--- config.mk ---
export PLATFORM = sky130hd
export DESIGN_NAME = sensor_packet_deframer
export DESIGN_NICKNAME = d
export VERILOG_FILES = /design/src/spd_pkg.sv /design/src/spd_parser.sv /design/src/sensor_packet_deframer.sv
export SDC_FILE = /design/constraint.sdc
export NUM_CORES = 1
export LEC_CHECK = 0
export BUFFER_PORTS_ARGS = -buffer_cell sky130_fd_sc_hd__buf_4
export CORE_ASPECT_RATIO = 1.4
export CORE_MARGIN = 5
export CORE_UTILIZATION = 51
export CTS_CLUSTER_DIAMETER = 50
export DETAILED_ROUTE_END_ITERATION = 8
export MAX_ROUTING_LAYER = met4
export PLACE_DENSITY = 0.76
export REMOVE_ABC_BUFFERS = 1
export SLEW_MARGIN = 0
export SYNTH_ARGS = -nofsm -noshare
export SYNTH_HDL_FRONTEND = slang
export SYNTH_SLANG_ARGS = --single-unit
--- constraint.sdc ---
create_clock -name i_clk -period 12.7 [get_ports i_clk]
set_input_delay 0.635 -clock i_clk [delete_from_list [all_inputs] [get_ports i_clk]]
set_output_delay 0.635 -clock i_clk [all_outputs]
set_load 0.05 [all_outputs]
--- src/spd_pkg.sv ---
package spd_pkg;

    typedef enum logic [2:0] {
        PH_AWAIT,
        PH_HEADER,
        PH_PAYLOAD,
        PH_SUBHDR,
        PH_SKIP
    } t_phase;

    typedef enum logic [2:0] {
        CLS_EEG,
        CLS_MOTION,
        CLS_OPTICS,
        CLS_BATTERY,
        CLS_SILENT
    } t_cls;

    localparam logic [2:0] KIND_EEG     = 3'd0;
    localparam logic [2:0] KIND_ACCEL   = 3'd1;
    localparam logic [2:0] KIND_GYRO    = 3'd2;
    localparam logic [2:0] KIND_OPTICS  = 3'd3;
    localparam logic [2:0] KIND_BATTERY = 3'd4;
    localparam logic [2:0] KIND_ERROR   = 3'd5;

    localparam logic ERR_SHORT_TAIL = 1'b0;
    localparam logic ERR_BAD_LENGTH = 1'b1;

    localparam logic [7:0] TAG_EEG4     = 8'h11;
    localparam logic [7:0] TAG_EEG8     = 8'h12;
    localparam logic [7:0] TAG_OPTICS4  = 8'h34;
    localparam logic [7:0] TAG_OPTICS8  = 8'h35;
    localparam logic [7:0] TAG_OPTICS16 = 8'h36;
    localparam logic [7:0] TAG_MOTION   = 8'h47;
    localparam logic [7:0] TAG_SILENT   = 8'h53;
    localparam logic [7:0] TAG_BATT_A   = 8'h88;
    localparam logic [7:0] TAG_BATT_B   = 8'h98;

    localparam logic [5:0] EEG_BITS    = 6'd14;
    localparam logic [5:0] OPTICS_BITS = 6'd20;
    localparam logic [5:0] WORD_BITS   = 6'd16;

    typedef struct packed {
        logic       hit;
        t_cls       cls;
        logic [5:0] len;
        logic [3:0] ch_mask;
        logic [2:0] ch_sh;
        logic [4:0] total;
    } t_blk_info;

    typedef struct packed {
        logic [2:0]  kind;
        logic [23:0] package_number;
        logic [2:0]  sample_pos;
        logic [3:0]  channel_index;
        logic [20:0] sample_value;
        logic        sample_done;
        logic        error_code;
    } t_result;

    function automatic t_blk_info blk_lookup(input logic [7:0] tag);
        t_blk_info b;
        b = '{hit: 1'b1, cls: CLS_SILENT, len: 6'd0, ch_mask: 4'd0, ch_sh: 3'd0,
              total: 5'd0};
        case (tag)
            TAG_EEG4: begin
                b.cls = CLS_EEG;     b.len = 6'd28; b.ch_mask = 4'd3;
                b.ch_sh = 3'd2;      b.total = 5'd16;
            end
            TAG_EEG8: begin
                b.cls = CLS_EEG;     b.len = 6'd28; b.ch_mask = 4'd7;
                b.ch_sh = 3'd3;      b.total = 5'd16;
            end
            TAG_OPTICS4: begin
                b.cls = CLS_OPTICS;  b.len = 6'd30; b.ch_mask = 4'd3;
                b.ch_sh = 3'd2;      b.total = 5'd12;
            end
            TAG_OPTICS8: begin
                b.cls = CLS_OPTICS;  b.len = 6'd40; b.ch_mask = 4'd7;
                b.ch_sh = 3'd3;      b.total = 5'd16;
            end
            TAG_OPTICS16: begin
                b.cls = CLS_OPTICS;  b.len = 6'd40; b.ch_mask = 4'd15;
                b.ch_sh = 3'd4;      b.total = 5'd16;
            end
            TAG_MOTION: begin
                b.cls = CLS_MOTION;  b.len = 6'd36; b.total = 5'd18;
            end
            TAG_SILENT: begin
                b.cls = CLS_SILENT;  b.len = 6'd24;
            end
            TAG_BATT_A, TAG_BATT_B: begin
                b.cls = CLS_BATTERY; b.len = 6'd20; b.total = 5'd1;
            end
            default: begin
                b.hit = 1'b0;
            end
        endcase
        return b;
    endfunction

endpackage

--- src/spd_parser.sv ---
module spd_parser #(
    parameter int PKT_HEADER_BYTES = 14,
    parameter int SUB_HEADER_BYTES = 5,
    parameter int MAX_NOTIFY_BYTES = 512
) (
    input  logic             i_clk,
    input  logic             i_rst_n,
    input  logic             i_step,
    input  logic [7:0]       i_byte,
    input  logic [9:0]       i_left,
    output logic             o_res_valid,
    output spd_pkg::t_result o_res
);

    localparam int MaxW  = $clog2(MAX_NOTIFY_BYTES + 1);
    localparam int LeftW = (MaxW > 10) ? MaxW : 10;

    spd_pkg::t_phase r_phase, n_phase;
    logic        r_stopped, n_stopped;
    logic [7:0]  r_pkt_rem, n_pkt_rem;
    logic [4:0]  r_hdr_pos, n_hdr_pos;
    logic [15:0] r_pkt_num, n_pkt_num;
    logic [7:0]  r_tag, n_tag;
    logic [7:0]  r_blk_num, n_blk_num;
    logic [5:0]  r_pay_rem, n_pay_rem;
    logic [26:0] r_bit_buf, n_bit_buf;
    logic [4:0]  r_bit_fill, n_bit_fill;
    logic [4:0]  r_val_cnt, n_val_cnt;

    spd_pkg::t_blk_info blk;
    logic [LeftW-1:0]   left_s;
    logic [LeftW-1:0]   byte_ext;
    logic [5:0]         pos_next;
    logic [26:0]        buf_or;
    logic [5:0]         fill_add;
    logic [5:0]         width;
    logic [19:0]        raw;
    logic [26:0]        buf_shr;
    logic [4:0]         cnt;
    logic [2:0]         mot_smp;
    logic [4:0]         mot_c;
    logic [5:0]         pay_dec;

    assign blk = spd_pkg::blk_lookup(r_tag);

    always_comb begin
        left_s = LeftW'(i_left);
        if (i_left == 10'd0) begin
            left_s = LeftW'(1);
        end else if (left_s > LeftW'(MAX_NOTIFY_BYTES)) begin
            left_s = LeftW'(MAX_NOTIFY_BYTES);
        end
    end

    always_comb begin
        n_phase    = r_phase;
        n_stopped  = r_stopped;
        n_pkt_rem  = r_pkt_rem;
        n_hdr_pos  = r_hdr_pos;
        n_pkt_num  = r_pkt_num;
        n_tag      = r_tag;
        n_blk_num  = r_blk_num;
        n_pay_rem  = r_pay_rem;
        n_bit_buf  = r_bit_buf;
        n_bit_fill = r_bit_fill;
        n_val_cnt  = r_val_cnt;
        o_res_valid = 1'b0;
        o_res       = '0;
        byte_ext = LeftW'(i_byte);
        pos_next = {1'b0, r_hdr_pos} + 6'd1;
        buf_or   = r_bit_buf | (27'(i_byte) << r_bit_fill);
        fill_add = {1'b0, r_bit_fill} + 6'd8;
        cnt      = r_val_cnt;
        pay_dec  = (r_pay_rem != 6'd0) ? r_pay_rem - 6'd1 : r_pay_rem;
        width    = spd_pkg::WORD_BITS;
        raw      = 20'(buf_or[15:0]);
        buf_shr  = buf_or >> 16;
        unique case (blk.cls)
            spd_pkg::CLS_EEG: begin
                width   = spd_pkg::EEG_BITS;
                raw     = 20'(buf_or[13:0]);
                buf_shr = buf_or >> 14;
            end
            spd_pkg::CLS_OPTICS: begin
                width   = spd_pkg::OPTICS_BITS;
                raw     = buf_or[19:0];
                buf_shr = buf_or >> 20;
            end
            default: begin
            end
        endcase
        // motion: six values per sample, split accel / gyro
        if (cnt >= 5'd12) begin
            mot_smp = 3'd2;
            mot_c   = cnt - 5'd12;
        end else if (cnt >= 5'd6) begin
            mot_smp = 3'd1;
            mot_c   = cnt - 5'd6;
        end else begin
            mot_smp = 3'd0;
            mot_c   = cnt;
        end

        if (i_step && !r_stopped) begin
            if (r_phase != spd_pkg::PH_AWAIT && r_pkt_rem != 8'd0) begin
                n_pkt_rem = r_pkt_rem - 8'd1;
            end
            unique case (r_phase)
                spd_pkg::PH_AWAIT: begin
                    if (left_s < LeftW'(PKT_HEADER_BYTES)) begin
                        o_res_valid      = 1'b1;
                        o_res.kind       = spd_pkg::KIND_ERROR;
                        o_res.error_code = spd_pkg::ERR_SHORT_TAIL;
                        n_stopped        = 1'b1;
                    end else if (byte_ext < LeftW'(PKT_HEADER_BYTES) || byte_ext > left_s) begin
                        o_res_valid      = 1'b1;
                        o_res.kind       = spd_pkg::KIND_ERROR;
                        o_res.error_code = spd_pkg::ERR_BAD_LENGTH;
                        n_stopped        = 1'b1;
                    end else begin
                        n_pkt_rem = i_byte - 8'd1;
                        n_hdr_pos = 5'd1;
                        n_phase   = spd_pkg::PH_HEADER;
                    end
                end
                spd_pkg::PH_HEADER, spd_pkg::PH_SUBHDR: begin
                    if (r_phase == spd_pkg::PH_HEADER) begin
                        case (r_hdr_pos)
                            5'd1:    n_pkt_num[7:0]  = i_byte;
                            5'd2:    n_pkt_num[15:8] = i_byte;
                            5'd9:    n_tag           = i_byte;
                            5'd10:   n_blk_num       = i_byte;
                            default: begin
                            end
                        endcase
                    end else begin
                        case (r_hdr_pos)
                            5'd0:    n_tag     = i_byte;
                            5'd1:    n_blk_num = i_byte;
                            default: begin
                            end
                        endcase
                    end
                    if ((r_phase == spd_pkg::PH_HEADER && pos_next >= 6'(PKT_HEADER_BYTES)) ||
                        (r_phase == spd_pkg::PH_SUBHDR && pos_next >= 6'(SUB_HEADER_BYTES))) begin
                        // open the block only if it fits in what is left of the packet
                        if (blk.hit && 8'(blk.len) <= n_pkt_rem) begin
                            n_phase    = spd_pkg::PH_PAYLOAD;
                            n_pay_rem  = blk.len;
                            n_bit_buf  = '0;
                            n_bit_fill = '0;
                            n_val_cnt  = '0;
                        end else begin
                            n_phase = spd_pkg::PH_SKIP;
                        end
                    end else begin
                        n_hdr_pos = pos_next[4:0];
                    end
                end
                spd_pkg::PH_PAYLOAD: begin
                    if (blk.hit && blk.cls != spd_pkg::CLS_SILENT && r_val_cnt < blk.total) begin
                        n_bit_buf  = buf_or;
                        n_bit_fill = fill_add[4:0];
                        if (fill_add >= width) begin
                            n_bit_buf  = buf_shr;
                            n_bit_fill = 5'(fill_add - width);
                            n_val_cnt  = r_val_cnt + 5'd1;
                            o_res_valid          = 1'b1;
                            o_res.package_number = {r_pkt_num, r_blk_num};
                            unique case (blk.cls)
                                spd_pkg::CLS_MOTION: begin
                                    o_res.kind = (mot_c < 5'd3) ? spd_pkg::KIND_ACCEL
                                                                : spd_pkg::KIND_GYRO;
                                    o_res.sample_pos    = mot_smp;
                                    o_res.channel_index = (mot_c >= 5'd3) ? 4'(mot_c - 5'd3)
                                                                          : 4'(mot_c);
                                    o_res.sample_value  = {{5{raw[15]}}, raw[15:0]};
                                    o_res.sample_done   = (mot_c == 5'd5);
                                end
                                spd_pkg::CLS_BATTERY: begin
                                    o_res.kind         = spd_pkg::KIND_BATTERY;
                                    o_res.sample_value = 21'(raw[15:0]);
                                    o_res.sample_done  = 1'b1;
                                end
                                default: begin
                                    o_res.kind = (blk.cls == spd_pkg::CLS_EEG)
                                                 ? spd_pkg::KIND_EEG : spd_pkg::KIND_OPTICS;
                                    o_res.sample_pos    = 3'(cnt >> blk.ch_sh);
                                    o_res.channel_index = cnt[3:0] & blk.ch_mask;
                                    o_res.sample_value  = 21'(raw);
                                    o_res.sample_done   = ((cnt[3:0] & blk.ch_mask)
                                                           == blk.ch_mask);
                                end
                            endcase
                        end
                    end
                    n_pay_rem = pay_dec;
                    if (pay_dec == 6'd0) begin
                        if (n_pkt_rem >= 8'(SUB_HEADER_BYTES)) begin
                            n_phase   = spd_pkg::PH_SUBHDR;
                            n_hdr_pos = 5'd0;
                        end else begin
                            n_phase = spd_pkg::PH_SKIP;
                        end
                    end
                end
                spd_pkg::PH_SKIP: begin
                end
                default: begin
                    n_phase = spd_pkg::PH_AWAIT;
                end
            endcase
            if (n_phase != spd_pkg::PH_AWAIT && n_pkt_rem == 8'd0) begin
                n_phase = spd_pkg::PH_AWAIT;
            end
        end

        // last byte of the notification: rearm for the next one
        if (i_step && left_s == LeftW'(1)) begin
            n_stopped = 1'b0;
            n_phase   = spd_pkg::PH_AWAIT;
            n_pkt_rem = '0;
            n_hdr_pos = '0;
        end
    end

    always_ff @(posedge i_clk) begin
        if (!i_rst_n) begin
            r_phase    <= spd_pkg::PH_AWAIT;
            r_stopped  <= 1'b0;
            r_pkt_rem  <= '0;
            r_hdr_pos  <= '0;
            r_pkt_num  <= '0;
            r_tag      <= '0;
            r_blk_num  <= '0;
            r_pay_rem  <= '0;
            r_bit_buf  <= '0;
            r_bit_fill <= '0;
            r_val_cnt  <= '0;
        end else begin
            r_phase    <= n_phase;
            r_stopped  <= n_stopped;
            r_pkt_rem  <= n_pkt_rem;
            r_hdr_pos  <= n_hdr_pos;
            r_pkt_num  <= n_pkt_num;
            r_tag      <= n_tag;
            r_blk_num  <= n_blk_num;
            r_pay_rem  <= n_pay_rem;
            r_bit_buf  <= n_bit_buf;
            r_bit_fill <= n_bit_fill;
            r_val_cnt  <= n_val_cnt;
        end
    end

endmodule

--- src/sensor_packet_deframer.sv ---
// Sensor packet deframer: takes one notification byte per transaction together with the
// count of bytes left in the notification (this one included, 1 marks the last), cuts the
// notification into length-prefixed packets, walks the primary block and its subblocks and
// emits one raw sample value per transaction as each completes (EEG 14-bit, optics 20-bit,
// motion int16 split into accel and gyro, battery 16-bit), or an error event for a short
// tail or a bad packet length, after which the rest of the notification is dropped. A byte
// produces at most one result. The block sustains one byte per clock while the master side
// takes results: each byte is parsed combinationally from the input register into the
// result register, which presents it on the master side, and the per-byte parse step sets
// that rate. A result that waits on m_axis_tready holds the input register, and s_axis_tready
// drops once that register is also full.
module sensor_packet_deframer #(
    parameter int PKT_HEADER_BYTES = 14,
    parameter int SUB_HEADER_BYTES = 5,
    parameter int MAX_NOTIFY_BYTES = 512
) (
    input  logic        i_clk,
    input  logic        i_rst_n,
    input  logic        s_axis_tvalid,
    output logic        s_axis_tready,
    input  logic [23:0] s_axis_tdata,   // byte_value[7:0], bytes_left[17:8], zero pad
    output logic        m_axis_tvalid,
    input  logic        m_axis_tready,
    output logic [55:0] m_axis_tdata,   // package_number[23:0], sample_pos[26:24],
                                        // channel_index[30:27], sample_value[51:31], pad
    output logic [3:0]  m_axis_tuser,   // kind[2:0], error_code[3]
    output logic        m_axis_tlast    // sample_done
);

    logic             r_in_valid;
    logic [7:0]       r_in_byte;
    logic [9:0]       r_in_left;
    logic             r_out_valid;
    spd_pkg::t_result r_out;

    logic             out_space;
    logic             advance;
    logic             res_valid;
    spd_pkg::t_result res;

    assign out_space     = !r_out_valid || m_axis_tready;
    assign advance       = r_in_valid && out_space;
    assign s_axis_tready = !r_in_valid || advance;

    spd_parser #(
        .PKT_HEADER_BYTES(PKT_HEADER_BYTES),
        .SUB_HEADER_BYTES(SUB_HEADER_BYTES),
        .MAX_NOTIFY_BYTES(MAX_NOTIFY_BYTES)
    ) u_parser (
        .i_clk      (i_clk),
        .i_rst_n    (i_rst_n),
        .i_step     (advance),
        .i_byte     (r_in_byte),
        .i_left     (r_in_left),
        .o_res_valid(res_valid),
        .o_res      (res)
    );

    always_ff @(posedge i_clk) begin
        if (!i_rst_n) begin
            r_in_valid  <= 1'b0;
            r_out_valid <= 1'b0;
        end else begin
            if (s_axis_tvalid && s_axis_tready) begin
                r_in_valid <= 1'b1;
            end else if (advance) begin
                r_in_valid <= 1'b0;
            end
            if (advance) begin
                r_out_valid <= res_valid;
            end else if (m_axis_tready) begin
                r_out_valid <= 1'b0;
            end
        end
    end

    always_ff @(posedge i_clk) begin
        if (s_axis_tvalid && s_axis_tready) begin
            r_in_byte <= s_axis_tdata[7:0];
            r_in_left <= s_axis_tdata[17:8];
        end
        // hold the result until the downstream transaction completes
        if (advance && res_valid) begin
            r_out <= res;
        end
    end

    assign m_axis_tvalid = r_out_valid;
    assign m_axis_tdata  = {4'd0, r_out.sample_value, r_out.channel_index,
                            r_out.sample_pos, r_out.package_number};
    assign m_axis_tuser  = {r_out.error_code, r_out.kind};
    assign m_axis_tlast  = r_out.sample_done;

endmodule

# Word level (Yosys, flattened, before mapping)
# Index checks and enable logic that the tools add are counted.
[totals] ff_bits=169 out_inout_bits=63 input_bits=28 word_cells=225
[classes] shift=2 n_eq_ne=35 order_cmp=14 n_reduce_logical=56 mux=80 n_addsub=10 bitwise_logic=5
[ops] op="$mux 56" n=2
[ops] op="$mux 27" n=4
[ops] op="$mux 8" n=12
[ops] op="$mux 5" n=13
[ops] op="$pmux 27 s2" n=1
[ops] op="$pmux 9 s6" n=1
[ops] op="$pmux 22 s2" n=1
[ops] op="$pmux 20 s2" n=1
[ops] op="$mux 3" n=11
[ops] op="$pmux 5 s2" n=3
[ops] op="$or 27x27->27" n=1
[ops] op="$shl 8x5->27" n=1
[ops] op="$pmux 13 s2" n=1
[ops] op="$eq 8x6->1 const B" n=3
[ops] op="$reduce_and 4->1" n=6
[ops] op="$pmux 7 s3" n=1
[ops] op="$mux 10" n=2
[ops] op="$pmux 5 s4" n=1
[ops] op="$mux 6" n=3
[ops] op="$eq 8x5->1 const B" n=2
[ops] op="$eq 8x7->1 const B" n=2
[ops] op="$eq 8x8->1 const B" n=2
[ops] op="$sub 8x1->8 const B" n=2
[ops] op="$pmux 5 s3" n=1
[ops] op="65 further kinds" n=125

# Depth between registers and ports, before layout
# Gate-level depths: netlist of the first run.
[logic_depth] ltp_word=14 depth_mapped=16 depth_no_buf=14

# By module
# From an unflattened synthesis of the first run, not the netlist that was laid out.
[unflattened] cells_unflattened=1080 hier_area_um2=9741.8
[by_module_without_submodules] mod="spd_parser" area_each_um2=7343.3 n_inst=1 seq_area_each_um2=1821.7 cells_each=987
[by_module_without_submodules] mod="sensor_packet_deframer" area_each_um2=2398.6 n_inst=1 seq_area_each_um2=2292.2 cells_each=93

# Worst setup path before layout of the first run
# Ideal clock, no wire load.
[synth_timing] kind="reg2reg" from="reg u_parser.r_tag[7]" to="reg r_out (netlist bit m_axis_tdata[0]) (enable)" t_arrival_ns=5.725 setup_slack_ns=6.482 period_less_slack_ns=6.218 path_stages_with_launch=10 n_path_buf=1 required_time_ns=12.208 setup_time_ns=0.492 path_cell_list="dfxtp_1 -> or4b_1 -> nor3_1 -> inv_1 -> clkbuf_1 -> fa_1 -> o31a_1 -> nor3_1 -> nand2_1 -> a21oi_1"
[synth_via] elab_chain_cells=11 word_cells_on_any_way=30 classes_between="order compare (2); eq/ne (11); mux (8); reduce/logical (9)"
[synth_rtl] item="from (decl)" line="spd_parser.sv:23" text="logic [7:0] r_tag, n_tag;"
[synth_rtl] item="from (signal assigned)" line="spd_parser.sv:246" text="r_tag <= n_tag;"
[synth_rtl] item="$eq 8x8->1, or another cell as far along" line="spd_pkg.sv:66" text="case (tag)"
[synth_rtl] item="$reduce_or 2->1, on equally long branches"
[synth_rtl] item="$pmux 9 s6" line="spd_pkg.sv:66"
[synth_rtl] item="$eq 3x2->1 / $logic_not 3->1 (equally long branches)" line="spd_parser.sv:78" text="unique case (blk.cls)"
[synth_rtl] item="$pmux 5 s2" line="spd_parser.sv:78"
[synth_rtl] item="$ge 6x5->1" line="spd_parser.sv:164" text="if (fill_add >= width) begin"
[synth_rtl] item="$mux 1" line="spd_parser.sv:164"
[synth_rtl] item="$mux 1 *" line="spd_parser.sv:161" text="if (blk.hit && blk.cls != spd_pkg::CLS_SILENT && r_val_cnt < blk.total) begin"
[synth_rtl] item="$pmux 1 s2 *" line="spd_parser.sv:108" text="unique case (r_phase)"
[synth_rtl] item="$mux 1 *" line="spd_parser.sv:104" text="if (i_step && !r_stopped) begin"
[synth_rtl] item="$logic_and 1x1->1 *" line="sensor_packet_deframer.sv:83" text="if (advance && res_valid) begin"
[synth_rtl] item="to (signal assigned)" line="sensor_packet_deframer.sv:84" text="r_out <= res;"
[synth_rtl] item="to (decl)" line="sensor_packet_deframer.sv:34" text="spd_pkg::t_result r_out;"
# Every way passes the cells marked *; elsewhere a longest branch is shown, timed or not.
# A chain may end at the register's enable or synchronous reset.

# Worst setup path in the final report of the first run
[layout_timing] from="reg u_parser.r_tag[7]" to="reg r_out (netlist bit m_axis_tdata[30]) (enable)"
# The elaborated chain is that of the path after synthesis.

==> results of run 1 <==
## flip-flops by register name, summed over array words and instances, names as in the netlist
register             cells
u_parser.r_phase         3
m_axis_tdata            52
r_in_byte                8
r_in_valid               1
u_parser.r_tag           8
u_parser.r_pkt_rem       8
u_parser.r_pay_rem       6
m_axis_tlast             1
u_parser.r_pkt_num      16
u_parser.r_hdr_pos       5
m_axis_tvalid            1
m_axis_tuser             4
u_parser.r_bit_buf      27
u_parser.r_stopped       1
r_in_left               10
u_parser.r_blk_num       8
u_parser.r_bit_fill      4
u_parser.cnt             5
## metal layers
metal | share of wire, % | routed length, um | track usage [%] | vias to the layer above
met1 | 39 | 10300 | 28.6 | 4182
met4 | 4.9 | 1300 | 12.3 | 0
met5 | 0 | 0 | - | -
met3 | 6.1 | 1610 | 3.90 | 91
met2 | 50 | 13300 | 41.3 | 359
li1 | - | - | - | 4185
## logic make-up after synthesis
logic type | after synthesis | synth area share (%)
simple gates | 442 | 22.5
compound gates | 300 | 20.7
flops | 168 | 41.9
buf+inv | 109 | 4.64
fa+ha+maj | 39 | 5.13
mux | 35 | 3.86
xor+xnor | 13 | 1.16
other cells | 1 | 0.0382
## power groups by stage
stage | registers [mW] | logic (mW) | clock network (mW)
6_report | 0.594 | 0.134 | 0.563
5_1_grt | 0.595 | 0.146 | 0.590
4_1_cts | 0.594 | 0.133 | 0.569
3_5_place_dp | 0.606 | 0.132 | 0
3_3_place_gp | 0.605 | 0.131 | 0
2_1_floorplan | 0.620 | 0.0735 | 0
## area by class of cell
class | count | area [um2]
clock buffers | 18 | 450
clock inverters | 14 | 184
fillers | 1709 | 7930
inverters | 37 | 139
multi-input cells | 833 | 5280
flip-flops and latches | 168 | 4110
well taps | 248 | 310
repair buffers | 89 | 668
## placed cells by master, fill, tap and decap left out, types with 5 or more instances in the layout
| cell type | netlist | final |
|---|---|---|
| o22ai_1 | 18 | 18 |
| and2_1 | 7 | 7 |
| o211ai_1 | 13 | 13 |
| inv_1 | 33 | 33 |
| xor2_1 | 6 | 6 |
| dfxtp_1 | 93 | 93 |
| or4_1 | 7 | 7 |
| nor4_1 | 13 | 12 |
| o21ai_0 | 46 | 46 |
| ha_1 | 37 | 37 |
| or2_2 | 6 | 6 |
| o2111ai_1 | 5 | 5 |
| a2111oi_0 | 5 | 5 |
| edfxtp_1 | 75 | 75 |
| o221a_2 | 8 | 8 |
| nor2_1 | 131 | 131 |
| mux2i_1 | 30 | 30 |
| xnor2_1 | 7 | 7 |
| and3_1 | 34 | 34 |
| nand3_1 | 24 | 24 |
| clkbuf_16 | 0 | 18 |
| nand2b_1 | 20 | 20 |
| nor2b_1 | 8 | 8 |
| buf_4 | 7 | 89 |
| a211oi_1 | 14 | 13 |
| a21o_1 | 9 | 9 |
| o31ai_1 | 5 | 5 |
| or3_1 | 6 | 6 |
| nor3_1 | 29 | 29 |
| a31oi_1 | 23 | 23 |
| nand3b_1 | 6 | 6 |
| a21oi_1 | 87 | 86 |
| a211o_1 | 5 | 5 |
| nand2_1 | 112 | 112 |
| nand4_1 | 10 | 10 |
## synthesized netlist by cell type, types with 7 or more instances
cell type,instances,area [um2]
nand2b_1,20,125
ha_1,37,463
buf_4,7,52.6
nor4_1,13,81.3
nand2_1,112,420
dfxtp_1,93,1860
buf_2,8,40.0
and2_1,7,43.8
a21oi_1,87,435
o21ai_0,46,230
or4_1,7,52.6
a21o_1,9,67.6
nor3_1,29,145
xnor2_1,7,61.3
nand3_1,24,120
nor2b_1,8,50.1
a31oi_1,23,144
edfxtp_1,75,2250
inv_1,33,124
o211ai_1,13,97.6
mux2i_1,30,300
o221a_2,8,90.1
clkbuf_1,50,188
o22ai_1,18,113
nand4_1,10,62.6
a211oi_1,14,105
nor2_1,131,492
and3_1,34,213
## path summary, 6_finish.rpt
| path | start | endpoint | cells past startpoint |
|---|---|---|---|
| hold reg to reg | u_parser.r_pkt_num[14] | u_parser.r_pkt_num[14] | 2 |
| setup / recovery | u_parser.r_tag[7] | m_axis_tdata[30] | 12 |
| hold / removal | s_axis_tdata[17] | r_in_left[9] | 1 |
| setup reg to reg | u_parser.r_tag[7] | m_axis_tdata[30] | 12 |
## stage by stage
| step | cell area [um2] | cells | power (mW) |
|---|---|---|---|
| finish | 11100 | 1407 | 1.29 |
| global route | 11100 | 1407 | 1.33 |
| CTS | 11100 | 1407 | 1.30 |
| detailed placement | 10500 | 1375 | 0.738 |
| global placement | 10500 | 1375 | 0.736 |
| floorplan | 9510 | 1038 | 0.693 |
==> results.txt, run 1 <==
fraction of registers with async set/reset: 0%
Mapped Avg Cell Area: 8.86 um2
flops & latches, synth: 168
routed vias: 8817
site row count: 60
Clk pwr share: 43.6%
Port Buffer Count: 80
clock root buffer master: clkbuf_16
starting density of the core: 51.5%
EDFF count, synth: 75
DP Worst Slack: 7.50 ns
first-pass GRT wire length: 42900 um
CTS Hold Buffers Added: 0
Synth cell types: 92
worst reg2reg setup slack: 7.51 ns
CTS max path bufs: 2
Hold WC Path Type: in2reg
Gates resized, CTS repair: 0
# diodes: 0
clock slew at reported path FFs: 0.07 ns
type of origin of the critical path: register
CP max stage delay: 0.84 ns
Rel. slew slack: 32.2%
pin count of the biggest net entering global routing: 56
Die Span X: 127 um
Final Core Density: 58.4%
initial antenna violation count: 0
Antenna Violating Nets Remaining: 0
Sw Pwr: 342 uW
pwr dens: 116 nW/um2
Final nets: 1213
Worst Clk Skew: 0.0100 ns
Via density: 6.27
Crit path buffers/inverters: 4
P_leak: 4.05 nW
Arr. time, crit path: 5.26 ns
ys flop type: dfxtp_1
sequential fraction of the synthesis area: 41.9%
slowest CP cell: nor3_1
worst-margin pin slew: 1.01 ns
vias in the first global route: 8386
Final Cycle Share: 40.9%
Pint: 949 uW
status: completed
Critical Path Fanout Max: 55
Fin. Hold Viols: 0
Worst-Skew Late Latency: 0.44 ns
CP cell instances: or4b_1, nor3_1, buf_4, inv_1, nand2_1, inv_1, ha_1, a2111oi_1, nor3_1, nand2_1, a21oi_4, buf_4
GRT overflow: 0
final hold slack: 0.367 ns
family with the most delay on the worst path: simple AND/OR/NAND/NOR gates
HPWL Detailed: 18300 um
gp weighted congestion: 0.947
Req. time, crit path: 12.77 ns
MaxCap Viol Count: 0
Ys Warns: 0
Reg power frac: 46.0%
Fmax: 193 MHz
initial DRC count: 836
Slew Limit Fails: 0
Setup violations, final: 0
first-pass iteration count of the detailed router: 5
maximum vdd ir drop: 0.0893 mV
RSZ-0062 raised after global routing: false
CTS sink cnt: 168
CTS tree: done
post-CTS setup buffer count: 0
Die ar.: 22200 um2
CTS Buf Count: 17
Sw Ratio: 26.5%
Netlist Area Pre-Place: 9810 um2
I/O pin total: 91
Gate power share: 10.4%
kind of end point of the critical path: register
Setup CP Type: reg2reg
GRT Util Overall: 24.7%
Routed WL: 26600 um
Chip Height: 174 um
setup_tns: 0 ns
cell count after synthesis: 1107
Final WS setup: 7.51 ns
Final Critical Period: 5.19 ns
Core Region: 19100 um2
share of cells above drive strength 1: 14.1%
routed len/inst: 18.9 um
area growth from synthesis to layout: 13.6%
DRC: 0
CTS H-Tree Depth: 4
Power figures use the tool's default switching activity.
==> run 2: changes to the inputs <==
Settings changed: ABC_AREA set to 1, PLACE_DENSITY 0.76 to 0.79.
Clock period 12.7 ns to 4.7 ns, I/O delays scaled along.
==> results.txt, run 2 <==
Req. time, crit path: 4.85 ns
CTS H-Tree Depth: 4
worst r2r src: u_parser.r_tag[2]
end of the critical path: m_axis_tdata[1]
Final nets: 1433
Die Span X: 127 um
Arr. time, crit path: 4.06 ns
Crit path buffers/inverters: 5
# diodes: 0
Synth top cells by count: nand2_1, nor2_1, inv_1, o21ai_0, dfxtp_1
clock root buffer master: clkbuf_16
vias in the first global route: 8619
complex-gate fraction of the synthesized area: 16.0%
max reg flops: 52
simple logic cell fraction of the synthesized area: 24.5%
site row count: 59
CP max stage delay: 0.67 ns
Fmax: 256 MHz
GRT Util Overall: 23.2%
Synth top area share: 23.1%
xor/xnor cell area share of the yosys netlist: 2.05%
Worst Clk Skew: 0.0114 ns
Via density: 5.45
family with the most delay on the worst path: buffers and inverters
initial antenna violation count: 0
R2R depth: 18
Adder-Cell Fraction of Synth Area: 5.16%
Antenna Violating Nets Remaining: 0
Ys Warns: 0
Final Core Density: 60.1%
Mapped Avg Cell Area: 7.57 um2
Critical Path Stages: 18
largest family of logic cells by synthesized area: simple AND/OR/NAND/NOR gates
Port Buffer Count: 80
pwr dens: 302 nW/um2
Critical Path Fanout Max: 46
Multi-input gate area: 4680 um2
initial DRC count: 646
Setup violations, final: 0
I/O pin total: 91
Synth cell types: 58
gp weighted congestion: 0.933
sequential fraction of the synthesis area: 42.2%
maximum vdd ir drop: 0.258 mV
Yosys top cell by area: edfxtp_1
FF-to-FF End: m_axis_tdata[1]
count leader, synth: nand2_1
fraction of registers with async set/reset: 0%
DRC: 0
Chip Height: 174 um
CTS max path bufs: 2
Core Region: 18700 um2
CTS sink cnt: 168
RSZ-0062 raised after global routing: false
Final Cycle Share: 83.2%
worst reg2reg setup slack: 0.79 ns
clock slew at reported path FFs: 0.07 ns
Netlist Area Pre-Place: 9750 um2
first-pass iteration count of the detailed router: 5
Slew Limit Fails: 0
ys flop type: dfxtp_1
setup_tns: 0 ns
CTS Buf Count: 17
Setup CP Type: reg2reg
CTS tree: done
routed vias: 8839
register area: 4110 um2
CP cell instances: nor2_1, nand3_1, nand2_1, buf_4, nor2_4, ha_1, nand2_1, o21ai_1, o21ai_0, nand2_1, inv_1, nor2_1, inv_2, nor2_2, inv_2, nor2_4, inv_2, nor2_1
flops & latches, synth: 168
most common cell after layout, fill and taps aside: nand2_1
Worst-Skew Late Latency: 0.44 ns
share of cells above drive strength 1: 13.6%
type of origin of the critical path: register
area growth from synthesis to layout: 15.2%
GRT overflow: 0
Synth area leaders: edfxtp_1, dfxtp_1, nand2_1
cell count after synthesis: 1287
Final Critical Period: 3.91 ns
Hold WC Path Type: in2reg
number of fillers in the final layout: 1669
most frequent cells in the layout: nand2_1, nor2_1, inv_1, o21ai_0, dfxtp_1
slowest CP cell: inv_2
starting density of the core: 52.2%
MaxCap Viol Count: 0
crit path from: u_parser.r_tag[2]
P_leak: 4.82 nW
first-pass GRT wire length: 40900 um
HPWL Detailed: 17500 um
Routed WL: 24800 um
routed len/inst: 15.3 um
Rel. slew slack: 33.3%
worst-margin pin slew: 0.996 ns
status: completed
Die ar.: 22000 um2
Fin. Hold Viols: 0
kind of end point of the critical path: register
EDFF count, synth: 75
pin count of the biggest net entering global routing: 56
mux share of post-synthesis cell area: 0.103%
Gates resized, CTS repair: 0
-- run 2: changes by cell type in the layout (fill, tap and decap cells not counted), moves of 18 or more --
cell and delta:
nand2_1 +135, inv_1 +138, nor2_1 +47, mux2i_1 -29, o21ai_0 +61, nor3_1 -19, nand2b_1 -20, nand3_1 +30
a31oi_1 -18, dlygate4sd3_1 +18, and3_1 -32
-- run 2: logic make-up (layout without fill, tap and decap cells) --
logic type / count (synthesis) / count (layout)
adders and majority gates: 39 / 39
muxes: 1 / 1
DFF: 168 / 168
buffers and inverters: 240 / 329
AOI/OAI and AO/OA: 267 / 267
xor gates and xnor gates: 22 / 22
and+or+nand+nor: 549 / 549
other: 1 / 4
-- run 2: what timing repair did --
action,4_1_cts,5_1_grt
endpoints found under the hold margin,18,0
buffers inserted,0,0
hold buffers,18,0
-- run 2: how the worst min path moves through the flow --
stage | start | endpoint | slack [ns] | depth (start not counted)
floorplan | s_axis_tdata[0] | r_in_byte[0] | 0.33 | 0
global placement | s_axis_tdata[1] | r_in_byte[1] | 0.42 | 1
detailed placement | s_axis_tdata[8] | r_in_left[0] | 0.41 | 1
CTS | m_axis_tready | m_axis_tvalid | 0.08 | 4
global route | s_axis_tvalid | r_in_valid | 0.10 | 3
finish | s_axis_tvalid | r_in_valid | 0.08 | 3
-- run 2: layer usage --
layer  global-route usage, %  vias up  wire length, um
met3                    3.64       73             1360
met4                    10.2        0              901
met5                       -        -                0
met2                    39.8      301            12400
li1                        -     4379                -
met1                    26.6     4086            10200
-- run 2: where the power goes --
group          leakage [nW]  total (mW)  internal, mW  switching (mW)
clock network         0.268        1.35         0.718           0.629
registers              1.47        1.59          1.56          0.0318
logic                  3.08       0.450         0.142           0.307
total                  4.82        3.39          2.42           0.969
-- run 2: stage by stage --
step | cell area, um2 | cells | worst slack [ns] | power, mW | hold WS [ns]
2_1_floorplan | 9520 | 1244 | 0.324 | 1.93 | 0.334
3_3_place_gp | 10500 | 1573 | 0.931 | 2.04 | 0.415
3_5_place_dp | 10500 | 1573 | 0.847 | 2.05 | 0.414
4_1_cts | 11200 | 1623 | 0.826 | 3.40 | 0.0839
5_1_grt | 11200 | 1623 | 0.553 | 3.52 | 0.105
6_report | 11200 | 1623 | 0.789 | 3.39 | 0.0839
-- run 2: final cells by class --
| class | instances | share of cell area [%] |
|---|---|---|
| Multi-Input combinational cell | 882 | 41.6 |
| Sequential cell | 168 | 36.6 |
| Clock buffer | 19 | 4.03 |
| Tap cell | 244 | 2.72 |
| Timing Repair Buffer | 103 | 7.51 |
| Inverter | 194 | 6.48 |
| Clock inverter | 13 | 0.980 |
-- run 2: worst min-delay path: cells and delay by family --
kind	cells	cell delay, ns
AOI/OAI and AO/OA	1	0.11
buffers and inverters	1	0.07
and+or+nand+nor	1	0.05
